File: src/sv/multilevel_feedback_scheduler_assert.svh
// Assertion macros used by the scheduler controller.
`ifndef MULTILEVEL_FEEDBACK_SCHEDULER_ASSERT_SVH
`define MULTILEVEL_FEEDBACK_SCHEDULER_ASSERT_SVH

// Implication checked on every rising clock edge outside reset.
`define MFS_ASSERT_IMP(label, clk, rst_n, ante, cons) \
  label: assert property (@(posedge clk) disable iff (!rst_n) (ante) |-> (cons)) \
    else $error("assertion failed");

// Implication whose consequent is checked in the cycle after the antecedent.
`define MFS_ASSERT_NEXT(label, clk, rst_n, ante, cons) \
  label: assert property (@(posedge clk) disable iff (!rst_n) (ante) |=> (cons)) \
    else $error("assertion failed");

`endif

File: src/sv/mfs_pkg.sv
package mfs_pkg;

  localparam int unsigned NumLevels = 40;
  localparam int unsigned LvlW      = 6;
  localparam int unsigned SliceW    = 5;
  localparam logic [LvlW-1:0] TopLevel = 6'd39;

  typedef enum logic [2:0] {
    CMD_ENQ    = 3'd0,
    CMD_WAKE   = 3'd1,
    CMD_DEQ    = 3'd2,
    CMD_YIELD  = 3'd3,
    CMD_TICK   = 3'd4,
    CMD_PICK   = 3'd5,
    CMD_SETLVL = 3'd6,
    CMD_NOP    = 3'd7
  } cmd_t;

  // Commands from controller to datapath.
  typedef struct packed {
    logic load;      // capture input item
    logic prep;      // compute new level, choose target task
    logic unlink;    // remove target from its queue
    logic relevel;   // write level and slice
    logic append;    // add target to tail of its level
    logic pick;      // make highest head current
    logic finish;    // build result
  } mfs_cmd_t;

  // Status from datapath to controller.
  typedef struct packed {
    logic valid_op;  // command acts at all
    logic do_unlink;
    logic do_append;
  } mfs_stat_t;

  // Slice reload by level.
  function automatic logic [SliceW-1:0] slice_for(input logic [LvlW-1:0] lv);
    logic [SliceW-1:0] s;
    begin
      if (lv < 6'd10)      s = 5'd16;
      else if (lv < 6'd20) s = 5'd12;
      else if (lv < 6'd30) s = 5'd8;
      else                 s = 5'd4;
      return s;
    end
  endfunction

  // Demote by ten, saturating.
  function automatic logic [LvlW-1:0] expire_level(input logic [LvlW-1:0] lv);
    logic [LvlW-1:0] r;
    begin
      r = (lv < 6'd10) ? '0 : lv - 6'd10;
      return r;
    end
  endfunction

  // Promotion after sleep.
  function automatic logic [LvlW-1:0] sleep_level(input logic [LvlW-1:0] lv);
    logic [LvlW-1:0] r;
    begin
      if (lv < 6'd10)       r = 6'd30;
      else if (lv < 6'd20)  r = 6'd31;
      else if (lv < 6'd25)  r = lv + 6'd12;
      else if (lv < 6'd27)  r = lv + 6'd11;
      else if (lv == 6'd27) r = 6'd37;
      else if (lv < 6'd30)  r = 6'd38;
      else                  r = 6'd39;
      return r;
    end
  endfunction

endpackage

File: src/sv/multilevel_feedback_scheduler.sv
// Multilevel feedback queue scheduler, 40 levels, one command per item.
// Input channel: in_valid/in_stall with in_cmd, in_task_id, in_new_level.
// Result channel: out_valid/out_stall with out_found, out_chosen_task,
// out_resched, out_task_level, out_slice_left; one result per command.
// From acceptance to out_valid an item walks through prepare,
// optional unlink, level write, optional append and result build. The
// controller walks these steps one at a time, so a new item is taken
// only after the previous result has been delivered.
// Reset (rst_n low, synchronous) empties every queue, clears levels and
// slices to 0 and drops the current task.
// While out_stall is high the result holds and in_stall stays high.
// Command 7 is a no-operation and returns an all-zero result.
module multilevel_feedback_scheduler #(
  parameter int unsigned MAX_TASKS = 16
) (
  input  logic       clk,
  input  logic       rst_n,
  input  logic       in_valid,
  output logic       in_stall,
  input  logic [2:0] in_cmd,
  input  logic [3:0] in_task_id,
  input  logic [5:0] in_new_level,
  output logic       out_valid,
  input  logic       out_stall,
  output logic       out_found,
  output logic [3:0] out_chosen_task,
  output logic       out_resched,
  output logic [5:0] out_task_level,
  output logic [4:0] out_slice_left
);

  mfs_pkg::mfs_cmd_t  cmd;
  mfs_pkg::mfs_stat_t stat;

  mfs_ctrl u_ctrl (
    .clk(clk), .rst_n(rst_n), .in_valid(in_valid), .in_stall(in_stall),
    .out_valid(out_valid), .out_stall(out_stall), .stat(stat), .cmd(cmd)
  );

  mfs_dp #(.MAX_TASKS(MAX_TASKS)) u_dp (
    .clk(clk), .rst_n(rst_n), .cmd(cmd), .stat(stat),
    .in_cmd(in_cmd), .in_task_id(in_task_id), .in_new_level(in_new_level),
    .out_found(out_found), .out_chosen_task(out_chosen_task),
    .out_resched(out_resched), .out_task_level(out_task_level),
    .out_slice_left(out_slice_left)
  );

endmodule

File: src/sv/mfs_ctrl.sv
`include "multilevel_feedback_scheduler_assert.svh"

module mfs_ctrl (
  input  logic              clk,
  input  logic              rst_n,
  input  logic              in_valid,
  output logic              in_stall,
  output logic              out_valid,
  input  logic              out_stall,
  input  mfs_pkg::mfs_stat_t stat,
  output mfs_pkg::mfs_cmd_t  cmd
);

  typedef enum logic [2:0] {
    ST_IDLE, ST_PREP, ST_UNLINK, ST_RELEVEL, ST_APPEND, ST_FINISH, ST_OUT
  } state_t;

  state_t state_r;
  logic   out_valid_r;

  assign in_stall  = (state_r != ST_IDLE);
  assign out_valid = out_valid_r;

  // Decode commands from the current state.
  always_comb begin
    cmd         = '0;
    cmd.load    = (state_r == ST_IDLE) && in_valid;
    cmd.prep    = (state_r == ST_PREP);
    cmd.unlink  = (state_r == ST_UNLINK);
    cmd.relevel = (state_r == ST_RELEVEL);
    cmd.append  = (state_r == ST_APPEND);
    cmd.pick    = (state_r == ST_PREP);
    cmd.finish  = (state_r == ST_FINISH);
  end

  // Sequence one item at a time.
  always_ff @(posedge clk) begin
    if (!rst_n) begin
      state_r     <= ST_IDLE;
      out_valid_r <= 1'b0;
    end else begin
      unique case (state_r)
        ST_IDLE:    if (in_valid) state_r <= ST_PREP;
        ST_PREP:    state_r <= stat.do_unlink ? ST_UNLINK : ST_RELEVEL;
        ST_UNLINK:  state_r <= ST_RELEVEL;
        ST_RELEVEL: state_r <= (stat.valid_op && stat.do_append) ? ST_APPEND : ST_FINISH;
        ST_APPEND:  state_r <= ST_FINISH;
        ST_FINISH: begin
          state_r     <= ST_OUT;
          out_valid_r <= 1'b1;
        end
        ST_OUT: if (!out_stall) begin
          state_r     <= ST_IDLE;
          out_valid_r <= 1'b0;
        end
        default: state_r <= ST_IDLE;
      endcase
    end
  end

  `MFS_ASSERT_IMP(a_out_only_in_out, clk, rst_n, out_valid_r, state_r == ST_OUT)
  `MFS_ASSERT_NEXT(a_load_to_prep, clk, rst_n, cmd.load, state_r == ST_PREP)
  `MFS_ASSERT_NEXT(a_finish_out, clk, rst_n, cmd.finish, out_valid_r)

endmodule

File: src/sv/mfs_dp.sv
module mfs_dp #(
  parameter int unsigned MAX_TASKS = 16
) (
  input  logic              clk,
  input  logic              rst_n,
  input  mfs_pkg::mfs_cmd_t  cmd,
  output mfs_pkg::mfs_stat_t stat,
  input  logic [2:0]        in_cmd,
  input  logic [3:0]        in_task_id,
  input  logic [5:0]        in_new_level,
  output logic              out_found,
  output logic [3:0]        out_chosen_task,
  output logic              out_resched,
  output logic [5:0]        out_task_level,
  output logic [4:0]        out_slice_left
);

  localparam int unsigned TW = (MAX_TASKS > 1) ? $clog2(MAX_TASKS) : 1;
  localparam int unsigned NL = mfs_pkg::NumLevels;

  // Per-task and per-level state.
  logic [5:0]    lvl_r   [MAX_TASKS];
  logic [4:0]    slc_r   [MAX_TASKS];
  logic [TW-1:0] nxt_r   [MAX_TASKS];
  logic [TW-1:0] prv_r   [MAX_TASKS];
  logic [MAX_TASKS-1:0] queued_r;
  logic [TW-1:0] head_r  [NL];
  logic [TW-1:0] tail_r  [NL];
  logic [NL-1:0] nonempty_r;
  logic [TW-1:0] cur_r;
  logic          cur_valid_r;

  // Registered reads of level head and tail.
  logic [TW-1:0] hd_rd_r;
  logic [TW-1:0] tl_rd_r;

  // Item registers.
  mfs_pkg::cmd_t op_r;
  logic [3:0]    tid_in_r;
  logic [5:0]    nl_r;
  logic [TW-1:0] who_r;
  logic          act_r, app_r, resched_r;
  logic [5:0]    newlvl_r;
  logic [4:0]    newslc_r;
  logic          found_r;
  logic [3:0]    res_task_r;
  logic          res_resched_r;
  logic [5:0]    res_lvl_r;
  logic [4:0]    res_slc_r;

  logic          tid_ok;
  logic [TW-1:0] tid;
  assign tid_ok = ({28'd0, tid_in_r} < 32'(MAX_TASKS));
  assign tid    = tid_ok ? TW'(tid_in_r) : '0;

  // Highest non-empty level.
  logic          any_ne;
  logic [5:0]    top_lv;
  always_comb begin
    any_ne = 1'b0;
    top_lv = '0;
    for (int i = 0; i < NL; i++) begin
      if (nonempty_r[i]) begin
        any_ne = 1'b1;
        top_lv = 6'(i);
      end
    end
  end

  // Decide what the item does.
  logic          p_act, p_unl, p_app, p_res, p_pick;
  logic [TW-1:0] p_who;
  logic [5:0]    p_lvl;
  logic [4:0]    p_slc;
  logic [5:0]    sl;
  always_comb begin
    p_act = 1'b0; p_unl = 1'b0; p_app = 1'b0; p_res = 1'b0; p_pick = 1'b0;
    p_who = tid;
    p_lvl = lvl_r[tid];
    p_slc = slc_r[tid];
    sl    = mfs_pkg::sleep_level(lvl_r[tid]);
    unique case (op_r)
      mfs_pkg::CMD_ENQ, mfs_pkg::CMD_WAKE: begin
        if (tid_ok && !queued_r[tid]) begin
          p_act = 1'b1; p_app = 1'b1;
          if (op_r == mfs_pkg::CMD_WAKE) begin
            p_lvl = sl;
            // A woken task that is already current never requests a reschedule.
            p_res = !cur_valid_r || ((cur_r != tid) && (lvl_r[cur_r] < sl));
          end
        end
      end
      mfs_pkg::CMD_DEQ: begin
        if (tid_ok && queued_r[tid]) begin
          p_act = 1'b1; p_unl = 1'b1;
        end
      end
      mfs_pkg::CMD_YIELD: begin
        p_who = cur_r;
        p_lvl = lvl_r[cur_r];
        p_slc = slc_r[cur_r];
        if (cur_valid_r && queued_r[cur_r]) begin
          p_act = 1'b1; p_unl = 1'b1; p_app = 1'b1;
        end
      end
      mfs_pkg::CMD_TICK: begin
        p_who = cur_r;
        p_lvl = lvl_r[cur_r];
        p_slc = slc_r[cur_r];
        if (cur_valid_r) begin
          p_act = 1'b1;
          if (slc_r[cur_r] > 5'd1) begin
            p_slc = slc_r[cur_r] - 5'd1;
          end else begin
            p_lvl = mfs_pkg::expire_level(lvl_r[cur_r]);
            p_slc = mfs_pkg::slice_for(p_lvl);
            p_res = 1'b1;
            p_unl = queued_r[cur_r];
            p_app = queued_r[cur_r];
          end
        end
      end
      mfs_pkg::CMD_PICK: begin
        p_who = hd_rd_r;
        p_lvl = lvl_r[hd_rd_r];
        p_slc = slc_r[hd_rd_r];
        p_act = any_ne;
        p_pick = any_ne;
      end
      mfs_pkg::CMD_SETLVL: begin
        if (tid_ok) begin
          p_act = 1'b1;
          p_lvl = (nl_r > mfs_pkg::TopLevel) ? mfs_pkg::TopLevel : nl_r;
          p_slc = mfs_pkg::slice_for(p_lvl);
          p_unl = queued_r[tid];
          p_app = queued_r[tid];
        end
      end
      default: ;
    endcase
  end

  assign stat.valid_op  = act_r;
  assign stat.do_unlink = p_unl;
  assign stat.do_append = app_r;

  // Pick the level to read: old level before unlink, new level before
  // append, top level otherwise so pick finds its head ready.
  logic [5:0] rd_lv;
  always_comb begin
    if (cmd.prep)         rd_lv = lvl_r[p_who];
    else if (cmd.relevel) rd_lv = newlvl_r;
    else                  rd_lv = top_lv;
  end

  // Register the head and tail reads ahead of their use.
  always_ff @(posedge clk) begin
    hd_rd_r <= head_r[rd_lv];
    tl_rd_r <= tail_r[rd_lv];
  end

  // Unlink addressing, old level of target.
  logic [5:0]    u_lv;
  logic [TW-1:0] u_nx, u_pv;
  logic          u_hd, u_tl;
  assign u_lv = lvl_r[who_r];
  assign u_nx = nxt_r[who_r];
  assign u_pv = prv_r[who_r];
  assign u_hd = (hd_rd_r == who_r);
  assign u_tl = (tl_rd_r == who_r);

  // Append addressing, current level of target.
  logic [5:0] a_lv;
  assign a_lv = lvl_r[who_r];

  // Item and scheduler state.
  always_ff @(posedge clk) begin
    if (!rst_n) begin
      queued_r    <= '0;
      nonempty_r  <= '0;
      cur_valid_r <= 1'b0;
      cur_r       <= '0;
      for (int i = 0; i < MAX_TASKS; i++) begin
        lvl_r[i] <= '0;
        slc_r[i] <= '0;
      end
    end else begin
      if (cmd.load) begin
        op_r     <= mfs_pkg::cmd_t'(in_cmd);
        tid_in_r <= in_task_id;
        nl_r     <= in_new_level;
      end
      if (cmd.prep) begin
        act_r     <= p_act;
        app_r     <= p_app;
        resched_r <= p_res;
        who_r     <= p_who;
        newlvl_r  <= p_lvl;
        newslc_r  <= p_slc;
      end
      // Make the picked head current.
      if (cmd.pick && p_pick) begin
        cur_r       <= p_who;
        cur_valid_r <= 1'b1;
      end
      // Remove target from its queue.
      if (cmd.unlink) begin
        queued_r[who_r] <= 1'b0;
        if (u_hd && u_tl) begin
          nonempty_r[u_lv] <= 1'b0;
        end else if (u_hd) begin
          head_r[u_lv] <= u_nx;
        end else if (u_tl) begin
          tail_r[u_lv] <= u_pv;
          nxt_r[u_pv]  <= u_pv;
        end else begin
          nxt_r[u_pv] <= u_nx;
          prv_r[u_nx] <= u_pv;
        end
      end
      // Write new level and slice.
      if (cmd.relevel && act_r) begin
        lvl_r[who_r] <= newlvl_r;
        slc_r[who_r] <= newslc_r;
      end
      // Add target at tail.
      if (cmd.append) begin
        queued_r[who_r] <= 1'b1;
        nxt_r[who_r]    <= who_r;
        if (nonempty_r[a_lv]) begin
          prv_r[who_r]    <= tl_rd_r;
          nxt_r[tl_rd_r]  <= who_r;
          tail_r[a_lv]    <= who_r;
        end else begin
          head_r[a_lv]     <= who_r;
          tail_r[a_lv]     <= who_r;
          prv_r[who_r]     <= who_r;
          nonempty_r[a_lv] <= 1'b1;
        end
      end
      // Build result.
      if (cmd.finish) begin
        found_r       <= act_r;
        res_task_r    <= act_r ? 4'(who_r) : '0;
        res_resched_r <= act_r & resched_r;
        res_lvl_r     <= act_r ? lvl_r[who_r] : '0;
        res_slc_r     <= act_r ? slc_r[who_r] : '0;
      end
    end
  end

  assign out_found       = found_r;
  assign out_chosen_task = res_task_r;
  assign out_resched     = res_resched_r;
  assign out_task_level  = res_lvl_r;
  assign out_slice_left  = res_slc_r;

endmodule

File: config.mk
export PLATFORM = sky130hd
export DESIGN_NAME = multilevel_feedback_scheduler
export DESIGN_NICKNAME = d
export VERILOG_FILES = /design/src/sv/mfs_pkg.sv /design/src/sv/multilevel_feedback_scheduler.sv /design/src/sv/mfs_ctrl.sv /design/src/sv/mfs_dp.sv
export VERILOG_INCLUDE_DIRS = /design/src /design/src/sv
export SDC_FILE = /design/constraint.sdc
export NUM_CORES = 1
export LEC_CHECK = 0
export BUFFER_PORTS_ARGS = -buffer_cell sky130_fd_sc_hd__buf_2
export CAP_MARGIN = 25
export CORE_MARGIN = 3
export CORE_UTILIZATION = 58
export CTS_CLUSTER_SIZE = 28
export DETAILED_ROUTE_END_ITERATION = 8
export PLACE_DENSITY = 0.82
export SETUP_SLACK_MARGIN = 0.1
export SLEW_MARGIN = 20
export SYNTH_ARGS = -nofsm -noshare
export SYNTH_HDL_FRONTEND = slang
export SYNTH_HIERARCHICAL = 1
export SYNTH_SLANG_ARGS = --single-unit
File: constraint.sdc
create_clock -name clk -period 5 [get_ports clk]
set_clock_uncertainty 0.1 [all_clocks]
set_input_delay 0.5 -clock clk [delete_from_list [all_inputs] [get_ports clk]]
set_output_delay 0.5 -clock clk [all_outputs]
set_load 0.05 [all_outputs]
Yosys cells after proc, flatten, opt, wreduce, memory -nomap -nowiden
Memory sizes are Yosys's and may differ from the RTL's. A register that Yosys moved wholly into a read port is not among the register bits.
Index checks and enable logic that the tools add are counted.
{"block": "word_totals", "out_inout_bits": 19, "regBits": 108, "memories": 6, "word_cells": 309, "ramBits": 624}
{"block": "classes", "muxes": 202, "reduce_logical": 27, "bitwise": 12, "n_eq_ne": 18, "magnitude_cmp": 21, "n_addsub": 4}
{"name": "u_dp.head_r", "depth": 40, "width": 4, "rd": 1, "rd_clocked_by_memory_dff": 1, "write_ports": 1, "line": "mfs_dp.sv:27", "rtl": "logic [TW-1:0] head_r [NL];"}
{"name": "u_dp.tail_r", "depth": 40, "width": 4, "rd": 1, "rd_clocked_by_memory_dff": 1, "write_ports": 1, "line": "mfs_dp.sv:28", "rtl": "logic [TW-1:0] tail_r [NL];"}
{"name": "u_dp.lvl_r", "depth": 16, "width": 6, "rd": 5, "rd_clocked_by_memory_dff": 3, "write_ports": 16, "line": "mfs_dp.sv:22", "rtl": "logic [5:0] lvl_r [MAX_TASKS];"}
{"name": "u_dp.slc_r", "depth": 16, "width": 5, "rd": 4, "rd_clocked_by_memory_dff": 3, "write_ports": 16, "line": "mfs_dp.sv:23", "rtl": "logic [4:0] slc_r [MAX_TASKS];"}
{"name": "u_dp.nxt_r", "depth": 16, "width": 4, "rd": 1, "rd_clocked_by_memory_dff": 1, "write_ports": 2, "line": "mfs_dp.sv:24", "rtl": "logic [TW-1:0] nxt_r [MAX_TASKS];"}
{"name": "u_dp.prv_r", "depth": 16, "width": 4, "rd": 1, "rd_clocked_by_memory_dff": 1, "write_ports": 1, "line": "mfs_dp.sv:25", "rtl": "logic [TW-1:0] prv_r [MAX_TASKS];"}
{"op": "6-bit two-way mux", "n": 52}
{"op": "40-bit two-way mux", "n": 5}
{"op": "1-bit two-way mux", "n": 97}
{"op": "4-bit two-way mux", "n": 22}
{"op": "6-bit by 5-bit < comparator with 1-bit output (second input constant)", "n": 8}
{"op": "16-bit two-way mux", "n": 3}
{"op": "40-bit bitwise AND", "n": 1}
{"op": "40-bit inverter", "n": 1}
{"op": "40-bit bitwise OR", "n": 1}
{"op": "5-bit two-way mux", "n": 7}
{"op": "6-bit one-hot mux with 5 select lines", "n": 1}
{"op": "6-bit by 4-bit < comparator with 1-bit output (second input constant)", "n": 4}
{"op": "3-bit one-hot mux with 7 select lines", "n": 1}
{"op": "5-bit one-hot mux with 4 select lines", "n": 1}
{"op": "3-bit equality test (second input constant)", "n": 6}
{"op": "16-bit bitwise AND", "n": 1}
{"op": "16-bit inverter", "n": 1}
{"op": "16-bit bitwise OR", "n": 1}
{"op": "4-bit by 5-bit < comparator with 1-bit output (second input constant)", "n": 3}
{"op": "6-bit by 4-bit adder with 6-bit output (second input constant)", "n": 2}
{"op": "3-bit by 2-bit equality test with 1-bit output (second input constant)", "n": 4}
{"op": "2-bit AND reduction", "n": 5}
{"op": "1-bit logical AND", "n": 9}
{"op": "1-bit binary-select mux with 4-bit select", "n": 2}
{"op": "32 further kinds", "n": 46}

Logic depth before layout (Yosys ltp)
{"block": "depth", "word_depth": 44, "mapped_depth": 18, "ltp_nobuf": 15}

Modules after synthesis
The synthesis kept the hierarchy.
{"mod": "mfs_dp", "seq_area_each_um2": 21800.9, "area_per_inst_um2": 41038.1, "cells_per_inst": 3335, "instances": 1}
{"mod": "mfs_ctrl", "seq_area_each_um2": 80.1, "area_per_inst_um2": 294.0, "cells_per_inst": 33, "instances": 1}

Worst setup path before layout
OpenSTA, ideal clock, no wires.
{"block": "synth_path", "path_type": "register -> register", "startpoint": "register with a tool-made name", "endpoint": "memory u_dp/head_r[0][0] in the netlist's numbering, data pin", "required_time_ns": 4.384, "period_less_slack_ns": 5.063, "setup_ns": 0.516, "stages_incl_launch_ff": 12, "t_arrival_ns": 4.447, "path_slack_ns": -0.063, "n_path_buf": 3, "cell_sequence": "dfxtp_1 > buf_6 > mux4_2 > mux4_2 > buf_6 > nor2b_1 > mux4_2 > a21oi_1 > and4_4 > buf_6 > nor2_4 > o21ai_0"}
{"item": "to (decl)", "line": "mfs_dp.sv:27"}

==> impl_metrics.toml <==
[worst_setup_path]
worst-path-max-fanout = 18
crit_path_cell_trace = "mux4_2 > mux4_2 > inv_1 > ha_1 > nor2b_1 > and3b_1 > nor3_1 > a311oi_1 > ha_1 > a21o_1 > a21oi_1 > o41ai_1 > o21a_1 > o22ai_1"
r2r_slack_ns = 0.23
crit_family = "multiplexers"
critPathBufInv = 1
slowest_delay_ns = 0.77
crit_slowest_cell = "dfxtp_2"
r2r_cells = 14
crit_type = "register to register"
startpoint_type = "register"
r2r_end = "u_dp/resched_r"
arrival_ns = 5.04
worstSetupEndpointType = "register"
crit_required_ns = 5.27

[sta]
rsz0062_at_grt = "true"
hold_violations = 0
finalSetupViolCount = 0
worstMarginPinSlew_ns = 1.057
fin_crit_sh = 0.9540
slew_violations = 0
fin_crit_ns = 4.770
max_freq_mhz = 209.6
slew_headroom = 0.2944
finalSetupTns_ns = 0

[placed_design]
gp_congestion = 0.9992
place_area_mm2 = 0.04272
dp_hpwl_um = 85620
portBuffers = 35

[floorplan]
ios = 36
core-area_mm2 = 0.07027
start_util = 0.5882
die_w_um = 273.0
fp.dieArea_mm2 = 0.07450
die_y_um = 273.0
fp-row-count = 97

[power]
p_sw_frac = 0.3050
p_leak_nw = 15.74
sequentialPowerShare = 0.419
ir_worst_vdd_v = 0.0002953
power.clock.fraction = 0.341
switchingPower_mw = 5.552
p_int_mw = 12.65
combPwrFrac = 0.240
powerDensity_mw_per_mm2 = 399.0

[grt]
grt_max_degree = 55
antenna_found_initial = 5
gr-total-overflow = 0
grt.total_usage = 0.3420
grt_pass1_wl_um = 191300
grt_pass1_vias = 30711

[logic_synthesis]
synth_top_area_frac = 0.4882
synth.distinct_cells = 96
syn-cell-area_mm2 = 0.04133
syn_inst = 3368
synth_edf_count = 672
ys_warn_count = 6
synth-async-reset-ratio = 0
synthTopCellsByArea = "edfxtp_1 (49%), mux4_2 (15%), dfxtp_1 (4.1%)"
syn-num-nets = 3399
synth.avg_cell_area_um2 = 12.27
ys.flop_type = "edfxtp_1"
yosys.area.top_type = "edfxtp_1"
synth_seq_cells = 757
ys_seq_area_frac = 0.5294

[cts]
cts_setup_buffers = 0
cts-htree-levels = 3
clk_latency_ns = 0.65
clockBufferDepth = 3
clock-root-buffer = "clkbuf_16"
cts_tree = "yes"
cts.sink_count = 757
cts_buffers = 82
path_clk_slew_ns = 0.06

[cells_and_area]
final_common_cell = "edfxtp_1"
final_nets = 3403
synthToLayoutAreaGrowth_pct = 10.38
drive_above_1_share = 0.1962
multi_input_area_mm2 = 0.01816
mostFrequentLayoutCells = "edfxtp_1 (672), nand2_1 (388), mux4_2 (272), o21ai_0 (229), and2_1 (221)"
design_area_mm2 = 0.04562
fillerInstances = 5006
regArea_mm2 = 0.02190

[hold_path]
hold_depth = 3
hold_class = "primary input to register"
min-delay-start = "in_valid"
worstHoldEndpoint = "u_ctrl/state_r[0]"

[route]
wirelength_um = 128000
drc_errors = 0
drtPass1Iterations = 9
drt-initial-drc-count = 5262
ant_nets = 0
vias = 31688
wl_per_cell_um = 29.21
viasPerCell = 7.231

[run_status]
outcome = "complete, no violations"

[run]
maxCapViolCount = 0
cell type report:
type / instances / share of cell area
Clock inverter: 45 / 0.01004
Sequential cell: 757 / 0.4799
Tap cell: 940 / 0.02578
Timing Repair Buffer: 191 / 0.03236
Clock buffer: 107 / 0.05024
Inverter: 43 / 0.003538
Antenna cell: 2 / 0.0001097
Multi-Input combinational cell: 2297 / 0.3980
Yosys cell counts (all sizes together) (10+ instances only):
cell type,count
and2,223
a22oi,22
a32oi,13
a2111oi,19
a221oi,19
mux2,45
a22o,10
a21oi,146
inv,38
ha,14
a21boi,20
o21a,25
nand2b,42
o31ai,16
buf,108
a211oi,20
nor3b,11
edfxtp,672
mux2i,65
nor3,65
nand2,388
and3,49
dfxtp,85
o311a,11
o22ai,15
nor4,33
nand3,65
nand4,11
mux4,272
o21ai,236
a311oi,11
nor2,212
a31oi,37
clkbuf,163
nor2b,41
stage by stage:
stage	setup slack (ns)	hold slack (ns)	power (mW)	instances	util
after floorplan	0.5329	0.3590	10.47	3368	-
after global placement	0.2803	0.3730	11.83	4214	0.6080
after detailed placement	0.2703	0.3844	11.90	4214	0.6080
after CTS	0.2322	0.06942	18.06	4379	0.6490
after global routing	0.07375	0.1069	18.69	4381	0.6492
final	0.2298	0.1052	18.21	4382	0.6492
sequential cells by signal (all words and copies together), names as in the netlist, 5 cells and up, named ones only:
register             count
u_dp/nxt_r              64
u_dp/out_slice_left      5
u_dp/nonempty_r         40
u_dp/head_r            160
u_dp/lvl_r              96
u_dp/tail_r            160
u_dp/newslc_r            5
u_dp/nl_r                6
u_dp/queued_r           16
u_dp/prv_r              64
u_dp/newlvl_r            6
u_dp/slc_r              80
u_dp/out_task_level      6
per-layer routing:
metal,global-route usage,share of wire,vias up
met2,0.5248,0.45,2828
met4,0.1972,0.069,4
met5,0.007895,0.00086,-
met3,0.1009,0.14,607
li1,-,-,12994
met1,0.4355,0.34,15255
power by group through the flow:
| stage | Combinational (mW) | Sequential, mW | Clock (mW) |
|---|---|---|---|
| after floorplan | 2.98 | 7.48 | 0 |
| final | 4.37 | 7.62 | 6.22 |
| after detailed placement | 4.18 | 7.72 | 0 |
| after global routing | 4.56 | 7.63 | 6.49 |
| after global placement | 4.11 | 7.72 | 0 |
| after CTS | 4.22 | 7.60 | 6.24 |
logic make-up after synthesis:
| logic type | Yosys count | synth area share |
|---|---|---|
| muxes | 382 | 0.1765 |
| adders and majority gates | 14 | 0.004238 |
| DFF | 757 | 0.5294 |
| AOI/OAI and AO/OA | 711 | 0.1117 |
| and+or+nand+nor | 1174 | 0.1417 |
| xor gates and xnor gates | 16 | 0.003391 |
| buffers and inverters | 314 | 0.03312 |
worst max-delay path by stage:
stage | from | end | cells after the start
floorplan | register | u_dp/tail_r[0][0] | 8
global placement | register | u_dp/resched_r | 11
detailed placement | register | u_dp/resched_r | 11
CTS | register | u_dp/resched_r | 11
global route | register | u_dp/resched_r | 13
finish | register | u_dp/resched_r | 14
what timing repair did:
item | in CTS | in global routing
hold endpoints to repair | 15 | 0
resized for setup | 0 | 3
endpoints found under the setup margin | 0 | 9
hold buffers | 13 | 0
worst reg2reg max path, cell delays in order, from the launching register on:
cell and delay, ns:
dfxtp_2 0.77, mux4_2 0.62, mux4_2 0.58, inv_1 0.16, ha_1 0.24, nor2b_1 0.24
and3b_1 0.34, nor3_1 0.09, a311oi_1 0.55, ha_1 0.27, a21o_1 0.14, a21oi_1 0.08
o41ai_1 0.07, o21a_1 0.18, o22ai_1 0.09
Power figures use the tool's default switching activity.
